==> src/rtl/alr_pkg.sv <==
// ----------------------------------------------------------------------------
// alr_pkg: shared definitions for the antialiased line raster
// Widths, opcodes and the structs that pass between the front and the core.
// ----------------------------------------------------------------------------
package alr_pkg;

  localparam int COORD_W   = 16;   // 12.4 endpoint coordinate
  localparam int PIX_W     = 13;   // integer pixel coordinate
  localparam int ACC_W     = 29;   // minor coordinate, 16 fraction bits
  localparam int SLOPE_W   = 18;   // slope, 16 fraction bits, range -1..1
  localparam int CHAN_W    = 8;
  localparam int COLOUR_W  = 3 * CHAN_W;
  localparam int GAP_W     = 5;    // endpoint gap, 0..16
  localparam int WGT_W     = 9;    // coverage weight, 0..256
  localparam int QDEPTH    = 2;
  localparam int QPTR_W    = 1;
  localparam int QCNT_W    = 2;
  localparam int DIV_STEPS = 32;
  localparam int DCNT_W    = 5;

  localparam logic OP_START = 1'b0;
  localparam logic OP_STEP  = 1'b1;

  // One classified request, as held in the queue between front and core.
  typedef struct packed {
    logic                      op;
    logic                      steep;
    logic signed [COORD_W-1:0] a1;
    logic signed [COORD_W-1:0] b1;
    logic signed [COORD_W-1:0] a2;
    logic signed [COORD_W-1:0] b2;
    logic [COORD_W-1:0]        dmaj;
    logic [COORD_W-1:0]        dmin_mag;
    logic                      dmin_neg;
    logic [COLOUR_W-1:0]       colour;
  } qent_t;

  typedef struct packed {
    logic              valid;
    logic [QCNT_W-1:0] count;
  } front_stat_t;

  typedef struct packed {
    logic pop;
  } core_ctl_t;

endpackage

==> src/rtl/alr_if.sv <==
// ----------------------------------------------------------------------------
// alr_if: request and pixel channels of the antialiased line raster
// Valid/ready channels; a transaction moves when both are high at a clock edge.
// ----------------------------------------------------------------------------
interface alr_in_if;
  import alr_pkg::*;
  logic                      valid;
  logic                      ready;
  logic                      opcode;
  logic signed [COORD_W-1:0] start_x;
  logic signed [COORD_W-1:0] start_y;
  logic signed [COORD_W-1:0] end_x;
  logic signed [COORD_W-1:0] end_y;
  logic [CHAN_W-1:0]         red_in;
  logic [CHAN_W-1:0]         green_in;
  logic [CHAN_W-1:0]         blue_in;

  modport source (output valid, opcode, start_x, start_y, end_x, end_y,
                  red_in, green_in, blue_in, input ready);
  modport sink (input valid, opcode, start_x, start_y, end_x, end_y,
                red_in, green_in, blue_in, output ready);
endinterface

interface alr_out_if;
  import alr_pkg::*;
  logic                    valid;
  logic                    ready;
  logic signed [PIX_W-1:0] pix_x;
  logic signed [PIX_W-1:0] pix_y;
  logic [CHAN_W-1:0]       red_out;
  logic [CHAN_W-1:0]       green_out;
  logic [CHAN_W-1:0]       blue_out;
  logic                    line_last;

  modport source (output valid, pix_x, pix_y, red_out, green_out, blue_out,
                  line_last, input ready);
  modport sink (input valid, pix_x, pix_y, red_out, green_out, blue_out,
                line_last, output ready);
endinterface

==> src/rtl/antialiased_line_raster.sv <==
// ----------------------------------------------------------------------------
// antialiased_line_raster: Wu antialiased line engine
// Turns line requests into coverage-weighted pixel transactions.
// ----------------------------------------------------------------------------
// A start transaction (opcode 0) carries two signed 12.4 endpoints and a
// colour and yields four pixels: the two nearest the first endpoint, then
// the two nearest the second, weighted by endpoint gap and coverage. Each
// step transaction (opcode 1) yields the next interior column as two pixels
// stacked across the minor axis; a step with no line in progress yields
// nothing. The last pixel of a line has line_last set. Requests pass through
// a two-entry queue, so up to two may be accepted while the core is busy.
// A step is taken from the queue in the idle state; each pixel then passes
// through a weight state and an output state, and the output state waits
// while the pixel sink stalls. A start with a nonzero major span runs the
// serial slope divider and a sign step, then the endpoint setup states EP1
// and EP2 and the emission of its four pixels; a zero-length line skips the
// divider. The divider, one quotient bit per cycle, sets the start cost;
// the shared weight multiplier sets the per-pixel cost.
module antialiased_line_raster (
  input logic       clk_i,
  input logic       rst_ni,
  alr_in_if.sink    in_i,
  alr_out_if.source out_o
);
  import alr_pkg::*;

  qent_t       ent;
  front_stat_t fstat;
  core_ctl_t   cctl;

  // Front: classify the request and hold it until the core is free.
  alr_front u_front (
    .clk_i  (clk_i),
    .rst_ni (rst_ni),
    .in_i   (in_i),
    .ctl_i  (cctl),
    .ent_o  (ent),
    .stat_o (fstat)
  );

  // Core: slope division, endpoint setup and pixel output register.
  alr_core u_core (
    .clk_i  (clk_i),
    .rst_ni (rst_ni),
    .ent_i  (ent),
    .stat_i (fstat),
    .ctl_o  (cctl),
    .out_o  (out_o)
  );

  // The queue never holds more entries than it has.
  assert property (@(posedge clk_i) disable iff (!rst_ni)
    fstat.count <= QCNT_W'(QDEPTH))
    else $error("request queue overfilled");

  // The core only takes a request that is present.
  assert property (@(posedge clk_i) disable iff (!rst_ni)
    cctl.pop |-> fstat.valid)
    else $error("pop from empty request queue");

  // A pop without a simultaneous push drops the fill by one.
  assert property (@(posedge clk_i) disable iff (!rst_ni)
    (cctl.pop && !(in_i.valid && in_i.ready)) |=>
      (fstat.count == $past(fstat.count) - 1'b1))
    else $error("queue fill out of step with pops");

endmodule

==> src/rtl/alr_front.sv <==
// ----------------------------------------------------------------------------
// alr_front: request intake and classification
// Picks the major axis, orders the endpoints and queues the request.
// ----------------------------------------------------------------------------
module alr_front (
  input  logic               clk_i,
  input  logic               rst_ni,
  alr_in_if.sink             in_i,
  input  alr_pkg::core_ctl_t ctl_i,
  output alr_pkg::qent_t     ent_o,
  output alr_pkg::front_stat_t stat_o
);
  import alr_pkg::*;

  logic signed [COORD_W:0]   dx, dy, adx, ady, dmaj, dmin;
  logic signed [COORD_W-1:0] ma1, mb1, ma2, mb2;
  logic                      steep, swap, push;
  qent_t                     ent;

  qent_t             mem_q [QDEPTH];
  logic [QPTR_W-1:0] wr_q, rd_q;
  logic [QCNT_W-1:0] cnt_q, cnt_d;

  always_comb begin
    dx    = {in_i.end_x[COORD_W-1], in_i.end_x} - {in_i.start_x[COORD_W-1], in_i.start_x};
    dy    = {in_i.end_y[COORD_W-1], in_i.end_y} - {in_i.start_y[COORD_W-1], in_i.start_y};
    adx   = dx[COORD_W] ? -dx : dx;
    ady   = dy[COORD_W] ? -dy : dy;
    steep = !(adx > ady);
    ma1   = steep ? in_i.start_y : in_i.start_x;
    mb1   = steep ? in_i.start_x : in_i.start_y;
    ma2   = steep ? in_i.end_y : in_i.end_x;
    mb2   = steep ? in_i.end_x : in_i.end_y;
    swap  = ma2 < ma1;
    ent.op     = in_i.opcode;
    ent.steep  = steep;
    ent.a1     = swap ? ma2 : ma1;
    ent.b1     = swap ? mb2 : mb1;
    ent.a2     = swap ? ma1 : ma2;
    ent.b2     = swap ? mb1 : mb2;
    dmaj = {ent.a2[COORD_W-1], ent.a2} - {ent.a1[COORD_W-1], ent.a1};
    dmin = {ent.b2[COORD_W-1], ent.b2} - {ent.b1[COORD_W-1], ent.b1};
    ent.dmaj     = dmaj[COORD_W-1:0];
    ent.dmin_neg = dmin[COORD_W];
    ent.dmin_mag = dmin[COORD_W] ? COORD_W'(-dmin) : dmin[COORD_W-1:0];
    ent.colour   = {in_i.red_in, in_i.green_in, in_i.blue_in};
  end

  assign in_i.ready = (cnt_q != QCNT_W'(QDEPTH));
  assign push       = in_i.valid && in_i.ready;

  always_comb begin
    cnt_d = cnt_q;
    if (push && !ctl_i.pop) begin
      cnt_d = cnt_q + 1'b1;
    end else if (!push && ctl_i.pop) begin
      cnt_d = cnt_q - 1'b1;
    end
  end

  always_ff @(posedge clk_i or negedge rst_ni) begin
    if (!rst_ni) begin
      wr_q  <= '0;
      rd_q  <= '0;
      cnt_q <= '0;
    end else begin
      cnt_q <= cnt_d;
      if (push) begin
        wr_q <= wr_q + 1'b1;
      end
      if (ctl_i.pop) begin
        rd_q <= rd_q + 1'b1;
      end
    end
  end

  always_ff @(posedge clk_i) begin
    if (push) begin
      mem_q[wr_q] <= ent;
    end
  end

  assign ent_o        = mem_q[rd_q];
  assign stat_o.valid = (cnt_q != '0);
  assign stat_o.count = cnt_q;

endmodule

==> src/rtl/alr_core.sv <==
// ----------------------------------------------------------------------------
// alr_core: line setup and pixel emission
// Serial slope divider, endpoint setup and a pixel sequencer with weight and output states.
// ----------------------------------------------------------------------------
module alr_core (
  input  logic                 clk_i,
  input  logic                 rst_ni,
  input  alr_pkg::qent_t       ent_i,
  input  alr_pkg::front_stat_t stat_i,
  output alr_pkg::core_ctl_t   ctl_o,
  alr_out_if.source            out_o
);
  import alr_pkg::*;

  localparam logic [2:0] S_IDLE = 3'd0;
  localparam logic [2:0] S_DIV  = 3'd1;
  localparam logic [2:0] S_SGN  = 3'd2;
  localparam logic [2:0] S_EP1  = 3'd3;
  localparam logic [2:0] S_EP2  = 3'd4;
  localparam logic [2:0] S_WGT  = 3'd5;
  localparam logic [2:0] S_OUT  = 3'd6;

  function automatic logic signed [PIX_W-1:0] ep_pm(input logic signed [COORD_W-1:0] maj);
    logic [COORD_W:0] r;
    r = {maj[COORD_W-1], maj} + (COORD_W+1)'(8);
    return r[COORD_W:4];
  endfunction

  function automatic logic [3:0] ep_low(input logic signed [COORD_W-1:0] maj);
    logic [COORD_W:0] r;
    r = {maj[COORD_W-1], maj} + (COORD_W+1)'(8);
    return r[3:0];
  endfunction

  function automatic logic [ACC_W-1:0] ep_acc(input logic signed [COORD_W-1:0] maj,
                                              input logic signed [COORD_W-1:0] mnr,
                                              input logic signed [SLOPE_W-1:0] slp);
    logic [PIX_W-1:0]   pm;
    logic [COORD_W:0]   offw;
    logic signed [4:0]  off;
    logic signed [22:0] prod;
    pm   = ep_pm(maj);
    offw = {pm, 4'b0} - {maj[COORD_W-1], maj};
    off  = offw[4:0];
    prod = slp * off;
    return {mnr[COORD_W-1], mnr, 12'b0} + {{10{prod[22]}}, prod[22:4]};
  endfunction

  logic [2:0]              state_q;
  qent_t                   cur_q;
  logic                    steep_q;
  logic [COLOUR_W-1:0]     colour_q;
  logic [SLOPE_W-1:0]      slope_q;
  logic [PIX_W-1:0]        major_pos_q, major_stop_q;
  logic [ACC_W-1:0]        minor_accum_q;
  logic                    line_active_q;
  logic [COORD_W:0]        rem_q;
  logic [COORD_W:0]        quo_q;
  logic [DCNT_W-1:0]       cnt_q;
  logic [PIX_W-1:0]        pmaj_q, e2maj_q;
  logic [ACC_W-1:0]        pacc_q, e2acc_q;
  logic [GAP_W-1:0]        pgap_q, e2gap_q;
  logic                    plast_q, e2last_q, more_q, sub_q;
  logic [WGT_W-1:0]        w_q;
  logic                    oval_q, oval_d, olast_q;
  logic [PIX_W-1:0]        ox_q, oy_q;
  logic [CHAN_W-1:0]       or_q, og_q, ob_q;

  logic                    nbit, ge;
  logic [COORD_W:0]        trial, dsub;
  logic [SLOPE_W-1:0]      qext;
  logic [PIX_W-1:0]        pm1, pm2, base, mnr, step_nx;
  logic [ACC_W-1:0]        acc1, acc2, slope_ext;
  logic [PIX_W:0]          dspan, dlast;
  logic                    none, step_last, out_free;
  logic [COORD_W:0]        f;
  logic [21:0]             pw;
  logic [16:0]             pr, pg, pb;

  assign ctl_o.pop = (state_q == S_IDLE) && stat_i.valid;

  always_comb begin
    nbit  = (cnt_q < DCNT_W'(16)) ? cur_q.dmin_mag[4'(15 - cnt_q[3:0])] : 1'b0;
    trial = {rem_q[COORD_W-1:0], nbit};
    dsub  = trial - {1'b0, cur_q.dmaj};
    ge    = !dsub[COORD_W] || trial[COORD_W];
    qext  = {1'b0, quo_q};
    slope_ext = {{(ACC_W-SLOPE_W){slope_q[SLOPE_W-1]}}, slope_q};
    pm1   = ep_pm(cur_q.a1);
    pm2   = ep_pm(cur_q.a2);
    acc1  = ep_acc(cur_q.a1, cur_q.b1, slope_q);
    acc2  = ep_acc(cur_q.a2, cur_q.b2, slope_q);
    dspan = {pm2[PIX_W-1], pm2} - {major_pos_q[PIX_W-1], major_pos_q};
    none  = dspan[PIX_W] || (dspan == '0);
    step_nx   = major_pos_q + 1'b1;
    dlast     = {step_nx[PIX_W-1], step_nx} - {major_stop_q[PIX_W-1], major_stop_q};
    step_last = !dlast[PIX_W] || (major_pos_q == 13'h0FFF);
    f     = sub_q ? {1'b0, pacc_q[15:0]} : (17'h10000 - {1'b0, pacc_q[15:0]});
    pw    = 22'(f) * 22'(pgap_q);
    base  = pacc_q[ACC_W-1:16];
    mnr   = sub_q ? base + 1'b1 : base;
    pr    = 17'(colour_q[23:16]) * 17'(w_q);
    pg    = 17'(colour_q[15:8]) * 17'(w_q);
    pb    = 17'(colour_q[7:0]) * 17'(w_q);
    out_free = !oval_q || out_o.ready;
    oval_d   = (oval_q && !out_o.ready) || ((state_q == S_OUT) && out_free);
  end

  always_ff @(posedge clk_i or negedge rst_ni) begin
    if (!rst_ni) begin
      state_q       <= S_IDLE;
      steep_q       <= 1'b0;
      colour_q      <= '0;
      slope_q       <= '0;
      major_pos_q   <= '0;
      major_stop_q  <= '0;
      minor_accum_q <= '0;
      line_active_q <= 1'b0;
      more_q        <= 1'b0;
      sub_q         <= 1'b0;
      oval_q        <= 1'b0;
    end else begin
      oval_q <= oval_d;
      case (state_q)
        S_IDLE: begin
          if (stat_i.valid) begin
            if (ent_i.op == OP_START) begin
              steep_q  <= ent_i.steep;
              colour_q <= ent_i.colour;
              if (ent_i.dmaj == '0) begin
                slope_q <= '0;
                state_q <= S_EP1;
              end else begin
                state_q <= S_DIV;
              end
            end else if (line_active_q) begin
              major_pos_q   <= step_nx;
              minor_accum_q <= minor_accum_q + slope_ext;
              line_active_q <= !step_last;
              more_q        <= 1'b0;
              sub_q         <= 1'b0;
              state_q       <= S_WGT;
            end
          end
        end
        S_DIV: begin
          if (cnt_q == DCNT_W'(DIV_STEPS - 1)) begin
            state_q <= S_SGN;
          end
        end
        S_SGN: begin
          slope_q <= cur_q.dmin_neg ? (~qext + SLOPE_W'(rem_q == '0)) : qext;
          state_q <= S_EP1;
        end
        S_EP1: begin
          major_pos_q   <= pm1 + 1'b1;
          minor_accum_q <= acc1 + slope_ext;
          state_q       <= S_EP2;
        end
        S_EP2: begin
          major_stop_q  <= pm2;
          line_active_q <= !none;
          more_q        <= 1'b1;
          sub_q         <= 1'b0;
          state_q       <= S_WGT;
        end
        S_WGT: begin
          state_q <= S_OUT;
        end
        S_OUT: begin
          if (out_free) begin
            if (!sub_q) begin
              sub_q   <= 1'b1;
              state_q <= S_WGT;
            end else begin
              sub_q <= 1'b0;
              if (more_q) begin
                more_q  <= 1'b0;
                state_q <= S_WGT;
              end else begin
                state_q <= S_IDLE;
              end
            end
          end
        end
        default: begin
          state_q <= S_IDLE;
        end
      endcase
    end
  end

  // Datapath registers without reset.
  always_ff @(posedge clk_i) begin
    case (state_q)
      S_IDLE: begin
        if (stat_i.valid) begin
          cur_q   <= ent_i;
          rem_q   <= '0;
          quo_q   <= '0;
          cnt_q   <= '0;
          pmaj_q  <= major_pos_q;
          pacc_q  <= minor_accum_q;
          pgap_q  <= GAP_W'(16);
          plast_q <= step_last;
        end
      end
      S_DIV: begin
        cnt_q <= cnt_q + 1'b1;
        rem_q <= ge ? dsub : trial;
        quo_q <= {quo_q[COORD_W-1:0], ge};
      end
      S_EP1: begin
        pmaj_q  <= pm1;
        pacc_q  <= acc1;
        pgap_q  <= GAP_W'(16) - {1'b0, ep_low(cur_q.a1)};
        plast_q <= 1'b0;
      end
      S_EP2: begin
        e2maj_q  <= pm2;
        e2acc_q  <= acc2;
        e2gap_q  <= {1'b0, ep_low(cur_q.a2)};
        e2last_q <= none;
      end
      S_WGT: begin
        w_q <= pw[20:12];
      end
      S_OUT: begin
        if (out_free) begin
          ox_q    <= steep_q ? mnr : pmaj_q;
          oy_q    <= steep_q ? pmaj_q : mnr;
          or_q    <= pr[15:8];
          og_q    <= pg[15:8];
          ob_q    <= pb[15:8];
          olast_q <= sub_q && plast_q;
          if (sub_q && more_q) begin
            pmaj_q  <= e2maj_q;
            pacc_q  <= e2acc_q;
            pgap_q  <= e2gap_q;
            plast_q <= e2last_q;
          end
        end
      end
      default: begin
      end
    endcase
  end

  assign out_o.valid     = oval_q;
  assign out_o.pix_x     = ox_q;
  assign out_o.pix_y     = oy_q;
  assign out_o.red_out   = or_q;
  assign out_o.green_out = og_q;
  assign out_o.blue_out  = ob_q;
  assign out_o.line_last = olast_q;

endmodule

==> src/flat_wrapper.sv <==
// flat-port wrapper written by rule: the top's interface ports become plain ports
module antialiased_line_raster_flat import alr_pkg::*;
  (clk_i, rst_ni, in_i_valid, in_i_opcode, in_i_start_x, in_i_start_y, in_i_end_x, in_i_end_y, in_i_red_in, in_i_green_in, in_i_blue_in, in_i_ready, out_o_valid, out_o_pix_x, out_o_pix_y, out_o_red_out, out_o_green_out, out_o_blue_out, out_o_line_last, out_o_ready);
  alr_in_if in_i_i ();
  alr_out_if out_o_i ();
  input logic clk_i;
  input logic rst_ni;
  input wire logic [$bits(in_i_i.valid)-1:0] in_i_valid;
  input wire logic [$bits(in_i_i.opcode)-1:0] in_i_opcode;
  input wire logic [$bits(in_i_i.start_x)-1:0] in_i_start_x;
  input wire logic [$bits(in_i_i.start_y)-1:0] in_i_start_y;
  input wire logic [$bits(in_i_i.end_x)-1:0] in_i_end_x;
  input wire logic [$bits(in_i_i.end_y)-1:0] in_i_end_y;
  input wire logic [$bits(in_i_i.red_in)-1:0] in_i_red_in;
  input wire logic [$bits(in_i_i.green_in)-1:0] in_i_green_in;
  input wire logic [$bits(in_i_i.blue_in)-1:0] in_i_blue_in;
  output wire logic [$bits(in_i_i.ready)-1:0] in_i_ready;
  output wire logic [$bits(out_o_i.valid)-1:0] out_o_valid;
  output wire logic [$bits(out_o_i.pix_x)-1:0] out_o_pix_x;
  output wire logic [$bits(out_o_i.pix_y)-1:0] out_o_pix_y;
  output wire logic [$bits(out_o_i.red_out)-1:0] out_o_red_out;
  output wire logic [$bits(out_o_i.green_out)-1:0] out_o_green_out;
  output wire logic [$bits(out_o_i.blue_out)-1:0] out_o_blue_out;
  output wire logic [$bits(out_o_i.line_last)-1:0] out_o_line_last;
  input wire logic [$bits(out_o_i.ready)-1:0] out_o_ready;
  assign in_i_i.valid = in_i_valid;
  assign in_i_i.opcode = in_i_opcode;
  assign in_i_i.start_x = in_i_start_x;
  assign in_i_i.start_y = in_i_start_y;
  assign in_i_i.end_x = in_i_end_x;
  assign in_i_i.end_y = in_i_end_y;
  assign in_i_i.red_in = in_i_red_in;
  assign in_i_i.green_in = in_i_green_in;
  assign in_i_i.blue_in = in_i_blue_in;
  assign in_i_ready = in_i_i.ready;
  assign out_o_valid = out_o_i.valid;
  assign out_o_pix_x = out_o_i.pix_x;
  assign out_o_pix_y = out_o_i.pix_y;
  assign out_o_red_out = out_o_i.red_out;
  assign out_o_green_out = out_o_i.green_out;
  assign out_o_blue_out = out_o_i.blue_out;
  assign out_o_line_last = out_o_i.line_last;
  assign out_o_i.ready = out_o_ready;
  antialiased_line_raster u_core (.clk_i(clk_i), .rst_ni(rst_ni), .in_i(in_i_i), .out_o(out_o_i));
endmodule
==> config.mk <==
export PLATFORM = sky130hd
export DESIGN_NAME = antialiased_line_raster_flat
export DESIGN_NICKNAME = d
export VERILOG_FILES = /design/src/rtl/alr_pkg.sv /design/src/rtl/alr_if.sv /design/src/rtl/antialiased_line_raster.sv /design/src/rtl/alr_front.sv /design/src/rtl/alr_core.sv /design/src/flat_wrapper.sv
export SDC_FILE = /design/constraint.sdc
export NUM_CORES = 2
export LEC_CHECK = 0
export ABC_AREA = 1
export CAP_MARGIN = 15
export CELL_PAD_IN_SITES_DETAIL_PLACEMENT = 0
export CELL_PAD_IN_SITES_GLOBAL_PLACEMENT = 1
export CORE_MARGIN = 2
export CORE_UTILIZATION = 55
export CTS_CLUSTER_SIZE = 20
export DETAILED_ROUTE_END_ITERATION = 16
export DONT_BUFFER_PORTS = 1
export GPL_TIMING_DRIVEN = 0
export PLACE_DENSITY = 0.89
export SLEW_MARGIN = 10
export SYNTH_ARGS = -nofsm -noshare
export SYNTH_HDL_FRONTEND = slang
export SYNTH_SLANG_ARGS = --single-unit
==> constraint.sdc <==
create_clock -name clk_i -period 22.8 [get_ports clk_i]
set_input_delay 2.28 -clock clk_i [delete_from_list [all_inputs] [get_ports clk_i]]
set_output_delay 2.28 -clock clk_i [all_outputs]
set_load 0.01 [all_outputs]
== Word-level counts from Yosys, hierarchy flattened ==
Memories as Yosys holds them, arrays and structs flattened.
Cells that the tools add are included.

* Register bits: 400
* Bits in writable memories: 246
* Input bits: 93
* Output and inout bits: 53
* Logic and storage cells: 225
* Memories kept: 1

{| class="wikitable"
|+ Memories
! memory !! words !! width !! read ports !! clocked after memory_dff !! wr ports !! line !! source
|-
| u_core.u_front.mem_q || 2 || 123 || 1 || 0 || 1 || alr_front.sv:20 || <nowiki>qent_t mem_q [QDEPTH];</nowiki>
|}

* Add/subtract/negate cells: 30
* Multiply operators: 6
* Magnitude comparators: 4
* Equal/unequal tests: 19
* Mux-type cells: 79
* Bitwise logic cells: 2
* Reductions and logical operators: 45

{| class="wikitable"
|+ Operator list
! operator !! number
|-
| 2-to-1 mux 29 bit || 6
|-
| 2-to-1 mux 16 bit || 9
|-
| 2-to-1 mux 13 bit || 9
|-
| case mux 29 bit (3 select lines) || 1
|-
| 2-to-1 mux 17 bit || 5
|-
| 2-to-1 mux 18 bit || 4
|-
| case mux 17 bit (2 select lines) || 2
|-
| adder 28 x 19 -> 29 bit || 2
|-
| adder 29 bit || 2
|-
| case mux 29 bit (2 select lines) || 1
|-
| subtractor 16 x 16 -> 17 bit || 3
|-
| multiplier 8 x 9 -> 16 bit || 3
|-
| multiplier 18 x 5 -> 23 bit || 2
|-
| adder 13 x 1 -> 13 bit, second input constant || 3
|-
| case mux 13 bit (3 select lines) || 1
|-
| case mux 18 bit (2 select lines) || 1
|-
| adder 16 x 5 -> 17 bit, second input constant || 2
|-
| negation 17 bit || 2
|-
| subtractor 13 x 13 -> 14 bit || 2
|-
| case mux 13 bit (2 select lines) || 1
|-
| multiplier 17 x 5 -> 21 bit || 1
|-
| 2-to-1 mux 3 bit || 7
|-
| case mux 3 bit (7 select lines) || 1
|-
| 2-to-1 mux 5 bit || 4
|-
| other kinds (47) || 111
|}

== Longest topological paths before layout ==
* Depth in word-level cells: 10
* Gate-level depth with buffers: 70
* Depth with buffers taken out: 68

== Hierarchy ==
From an unflattened synthesis, not the netlist that was laid out.

* Cell total of the unflattened synthesis: 6244
* Area, all modules: 53143.5 um^2

{| class="wikitable"
|+ Modules (own cells, without submodules)
! module !! times used !! cells an instance !! area an instance (um^2) !! seq. area each (um^2)
|-
| alr_core || 1 || 4589 || 37513.5 || 11365.9
|-
| alr_front || 1 || 1655 || 15630.0 || 7487.2
|}

== Least setup slack after synthesis ==
No wires, ideal clock.

* Path type: input-to-reg
* From: input in_i_end_x[0]
* To: memory u_core.u_front.mem_q[0][33] (netlist name) (data pin)
* Library setup time: 262 ps
* Data arrival time: 11480 ps
* Required time: 22538 ps
* Setup slack: 11058 ps
* Stages: 61
* Buffers on the path: 9
* Cells stage by stage: inv_1 ha_1 fa_1 o21ai_0 nand3_1 nand2_1 a21o_1 a21oi_1 o21ai_0 nand3_1 nand2_1 a21oi_1 o21bai_1 nand2_1 a22oi_1 clkinv_1 nand2_1 xor2_1 [... 25 more ...] clkbuf_1 nand2_1 o21ai_0 inv_1 ha_1 fa_1 nor2_1 nand3_2 nand2_2 nand2_1 nand2_1 nand4_2 nand2_2 nand2_4 nand2_4 buf_6 nand2_2 xor2_1

{| class="wikitable"
|+ RTL lines
! element !! line !! source
|-
| start: declaration || flat_wrapper.sv:12 || <nowiki>input wire logic [$bits(in_i_i.end_x)-1:0] in_i_end_x;</nowiki>
|-
| end: declaration || alr_front.sv:20 ||
|}

==> results_dict.tcl <==
set metrics [dict create \
    run_status "completed" \
    most_common_cell_after_layout_fill_and_taps_aside "sky130_fd_sc_hd__nand2_1" \
    grt_antenna_before_repair 0 \
    netlist_area_before_placement_sq_um 49400 \
    cts_max_level 3 \
    timing.final.ws_setup_ns 8.23 \
    cts.root.buffer_cell "sky130_fd_sc_hd__clkbuf_16" \
    drt-wirelength-per-cell_um 18.4 \
    tritoncts_clock_tree "yes" \
    buffers_on_ports 0 \
    detail_route.wirelength_um 129000 \
    clkTransAtPathRegs_ns 0.06 \
    drt.antenna.violating_nets 0 \
    async_flop_share_pct 16.9 \
    timing.critical_path.max_delay_family "buffers and inverters" \
    met1Wirelength_um 56500 \
    syn-num-nets 6495 \
    place.detailed.hpwl_um 104000 \
    timing.fmax_ghz 0.0687 \
    viasPerCell 5.38 \
    total_via_count_in_the_routed_design 37900 \
    setup-violations-final 0 \
    pre_cts_slack_ns 7.77 \
    grt_start_max_net_pins 110 \
    synth.yosys.warnings 0 \
    critical_path.startpoint_type "input port" \
    rows 109 \
    worstSetupEndpointType "register" \
    first_global_vias 36800 \
    syn_to_final_growth_pct 9.04 \
    final-hold-violation-count 0 \
    final_period_utilization_pct 63.9 \
    max_cap_viol_count 0 \
    yosys.cell_types.count 61 \
    drtIter0Drc 2899 \
    die_area_sq_um 92300 \
    drive_gt1_share_pct 4.16 \
    finalCriticalPeriod_ns 14.57 \
    critical_path_peak_fanout 11 \
    clock_sinks 646 \
    ys_ff_latch 646 \
    residual_drc 0 \
    floorplan.core_area_sq_um 88800 \
    worst_pin_slew_ns 1.13 \
    met3_length_um 7210 \
    relSlewSlack_pct 24.1 \
    postCtsSetupRepairBufs 0 \
    rsz0062_at_grt "no" \
    dieHeight_um 304 \
    yosysTopAreaCell "sky130_fd_sc_hd__edfxtp_1" \
    cts-resized-gates 0 \
    final_replace_weighted_congestion 0.926 \
    worstHoldPathType "register to register" \
    skew_ns 0.0360 \
    syn-instance-count 5731 \
    layout_common_cells "1,488 x sky130_fd_sc_hd__nand2_1, 1,001 x sky130_fd_sc_hd__inv_1, 537 x sky130_fd_sc_hd__edfxtp_1, 388 x sky130_fd_sc_hd__ha_1, 323 x sky130_fd_sc_hd__nor2_1" \
    max-clock-path-buffers 3 \
    slowest_cp_cell "sky130_fd_sc_hd__a22oi_1" \
    gr-usage-all-layers_pct 28.4 \
    die_w_um 304 \
    post_synth_main_area_contributors "sky130_fd_sc_hd__edfxtp_1 33%, sky130_fd_sc_hd__fa_1 11%, sky130_fd_sc_hd__nand2_1 11%, sky130_fd_sc_hd__ha_1 9.8%, sky130_fd_sc_hd__inv_1 7.6%" \
    n_antenna_cell 0 \
    route.top_layer_used "met4" \
    initial_core_util_pct 55.7 \
    synth_sequential_area_ratio_pct 38.1 \
    timing.critical_path.buf_inv 14 \
    crit_required_ns 23.18 \
    critical-path-top-cell-by-count "sky130_fd_sc_hd__nand2_1" \
    wl_met2_um 61600 \
    final_nets 6591 \
    synth_edf_count 537 \
    synthDominantCellAreaShare_pct 32.6 \
    syn-mean-instance-area_sq_um 8.63 \
    dr.pass1.iters 5 \
    gr-total-overflow 0 \
    cts_hold_repair.buffers 0 \
    tns_ns 0 \
    clock_insertion_delay_worst_skew_ns 0.65 \
    critical_path.max_stage_delay_ns 0.74 \
    wire_length_of_the_first_global_routing_pass_um 205000 \
    pin_count 146 \
    critical_path_arrival_ns 14.94 \
    postSynth.topFlopCell "sky130_fd_sc_hd__edfxtp_1" \
    cts_made_buffers 72 \
    final_max_slew_viol_count 0 \
    setup.worst_path.class "input port to register" \
]
[logic make-up after synthesis]
kind of cell	Yosys count	share of synthesized area, %
flops	646	38.1
xor+xnor	264	4.68
simple gates	2141	17.5
fa+ha+maj	671	21.3
mux	7	0.142
compound gates	793	8.91
buf+inv	1209	9.33
[registers in the layout (all words and copies together) (netlist names), 17 cells and up]
register,flops
u_core.u_core.colour_q,24
u_core.u_core.cur_q,97
u_core.u_core.e2acc_q,29
u_core.u_core.minor_accum_q,29
u_core.u_core.pacc_q,29
u_core.u_core.quo_q,17
u_core.u_core.rem_q,17
u_core.u_core.slope_q,18
u_core.u_front.mem_q,246
[routing by layer]
| metal | up-vias | global-route usage, % |
|---|---|---|
| li1 | 18600 | - |
| met1 | 18100 | 38.3 |
| met2 | 1027 | 47.7 |
| met3 | 182 | 3.61 |
| met4 | 0 | 9.08 |
| met5 | - | 0 |
[path summary, 6_finish.rpt]
kind | start | end | slack, ns | depth (start not counted)
worst max register to register | u_core.u_core.cur_q[105]$_DFFE_PP_ | u_core.u_core.minor_accum_q[28]$_DFFE_PN0P_ | 11.66 | 54
worst max-delay path | in_i_end_y[0] | u_core.u_front.mem_q[1][28]$_DFFE_PP_ | 8.23 | 58
worst min-delay path | u_core.u_core.cur_q[73]$_DFFE_PP_ | u_core.u_core.e2gap_q[0]$_DFFE_PP_ | 0.46 | 0
worst min register to register | u_core.u_core.cur_q[73]$_DFFE_PP_ | u_core.u_core.e2gap_q[0]$_DFFE_PP_ | 0.46 | 0
min in group asynchronous | rst_ni | u_core.u_core.slope_q[2]$_DFFE_PN0P_ | 1.35 | 0
max in group asynchronous | rst_ni | u_core.u_core.major_stop_q[7]$_DFFE_PN0P_ | 21.13 | 0
[stage by stage]
| step | hold slack, ns | instance area, sq um | util [%] | cells |
|---|---|---|---|---|
| final | 0.463 | 53900 | 60.7 | 7050 |
| after global routing | 0.466 | 53900 | 60.7 | 7050 |
| after CTS | 0.445 | 53900 | 60.7 | 7050 |
| after detailed placement | 0.459 | 51400 | 57.9 | 6918 |
| after global placement | 0.460 | 50900 | 57.3 | 6896 |
| after floorplan | 0.424 | 49400 | - | 5731 |
[layout make-up]
| cell class | instances | area [sq um] |
|---|---|---|
| clock inverters | 41 | 524 |
| well taps | 1165 | 1460 |
| repair buffers | 22 | 469 |
| multi-input cells | 3876 | 26000 |
| inverters | 1018 | 3820 |
| plain buffers | 191 | 798 |
| flip-flops and latches | 646 | 18900 |
| clock buffers | 91 | 1970 |
| fillers | 7655 | 34900 |
[synth_stat cells, types with 9 or more instances]
cell	number
sky130_fd_sc_hd__nand2_1	1489
sky130_fd_sc_hd__inv_1	1001
sky130_fd_sc_hd__edfxtp_1	537
sky130_fd_sc_hd__ha_1	388
sky130_fd_sc_hd__nor2_1	326
sky130_fd_sc_hd__o21ai_0	310
sky130_fd_sc_hd__fa_1	283
sky130_fd_sc_hd__a21oi_1	277
sky130_fd_sc_hd__xor2_1	180
sky130_fd_sc_hd__clkbuf_1	161
sky130_fd_sc_hd__nand3_1	154
sky130_fd_sc_hd__dfrtp_1	109
sky130_fd_sc_hd__xnor2_1	84
sky130_fd_sc_hd__nor3_1	45
sky130_fd_sc_hd__a31oi_1	38
sky130_fd_sc_hd__nand2_2	37
sky130_fd_sc_hd__o211ai_1	30
sky130_fd_sc_hd__o21ai_1	29
sky130_fd_sc_hd__o21bai_1	23
sky130_fd_sc_hd__nand4_1	21
sky130_fd_sc_hd__or2_2	19
sky130_fd_sc_hd__nor4_1	18
sky130_fd_sc_hd__buf_1	15
sky130_fd_sc_hd__o22ai_1	15
sky130_fd_sc_hd__o221ai_1	12
sky130_fd_sc_hd__inv_2	9
Power is left out: the tool's default activity adds up to more than one toggle a clock period on the data nets, which glitch-free logic cannot reach.
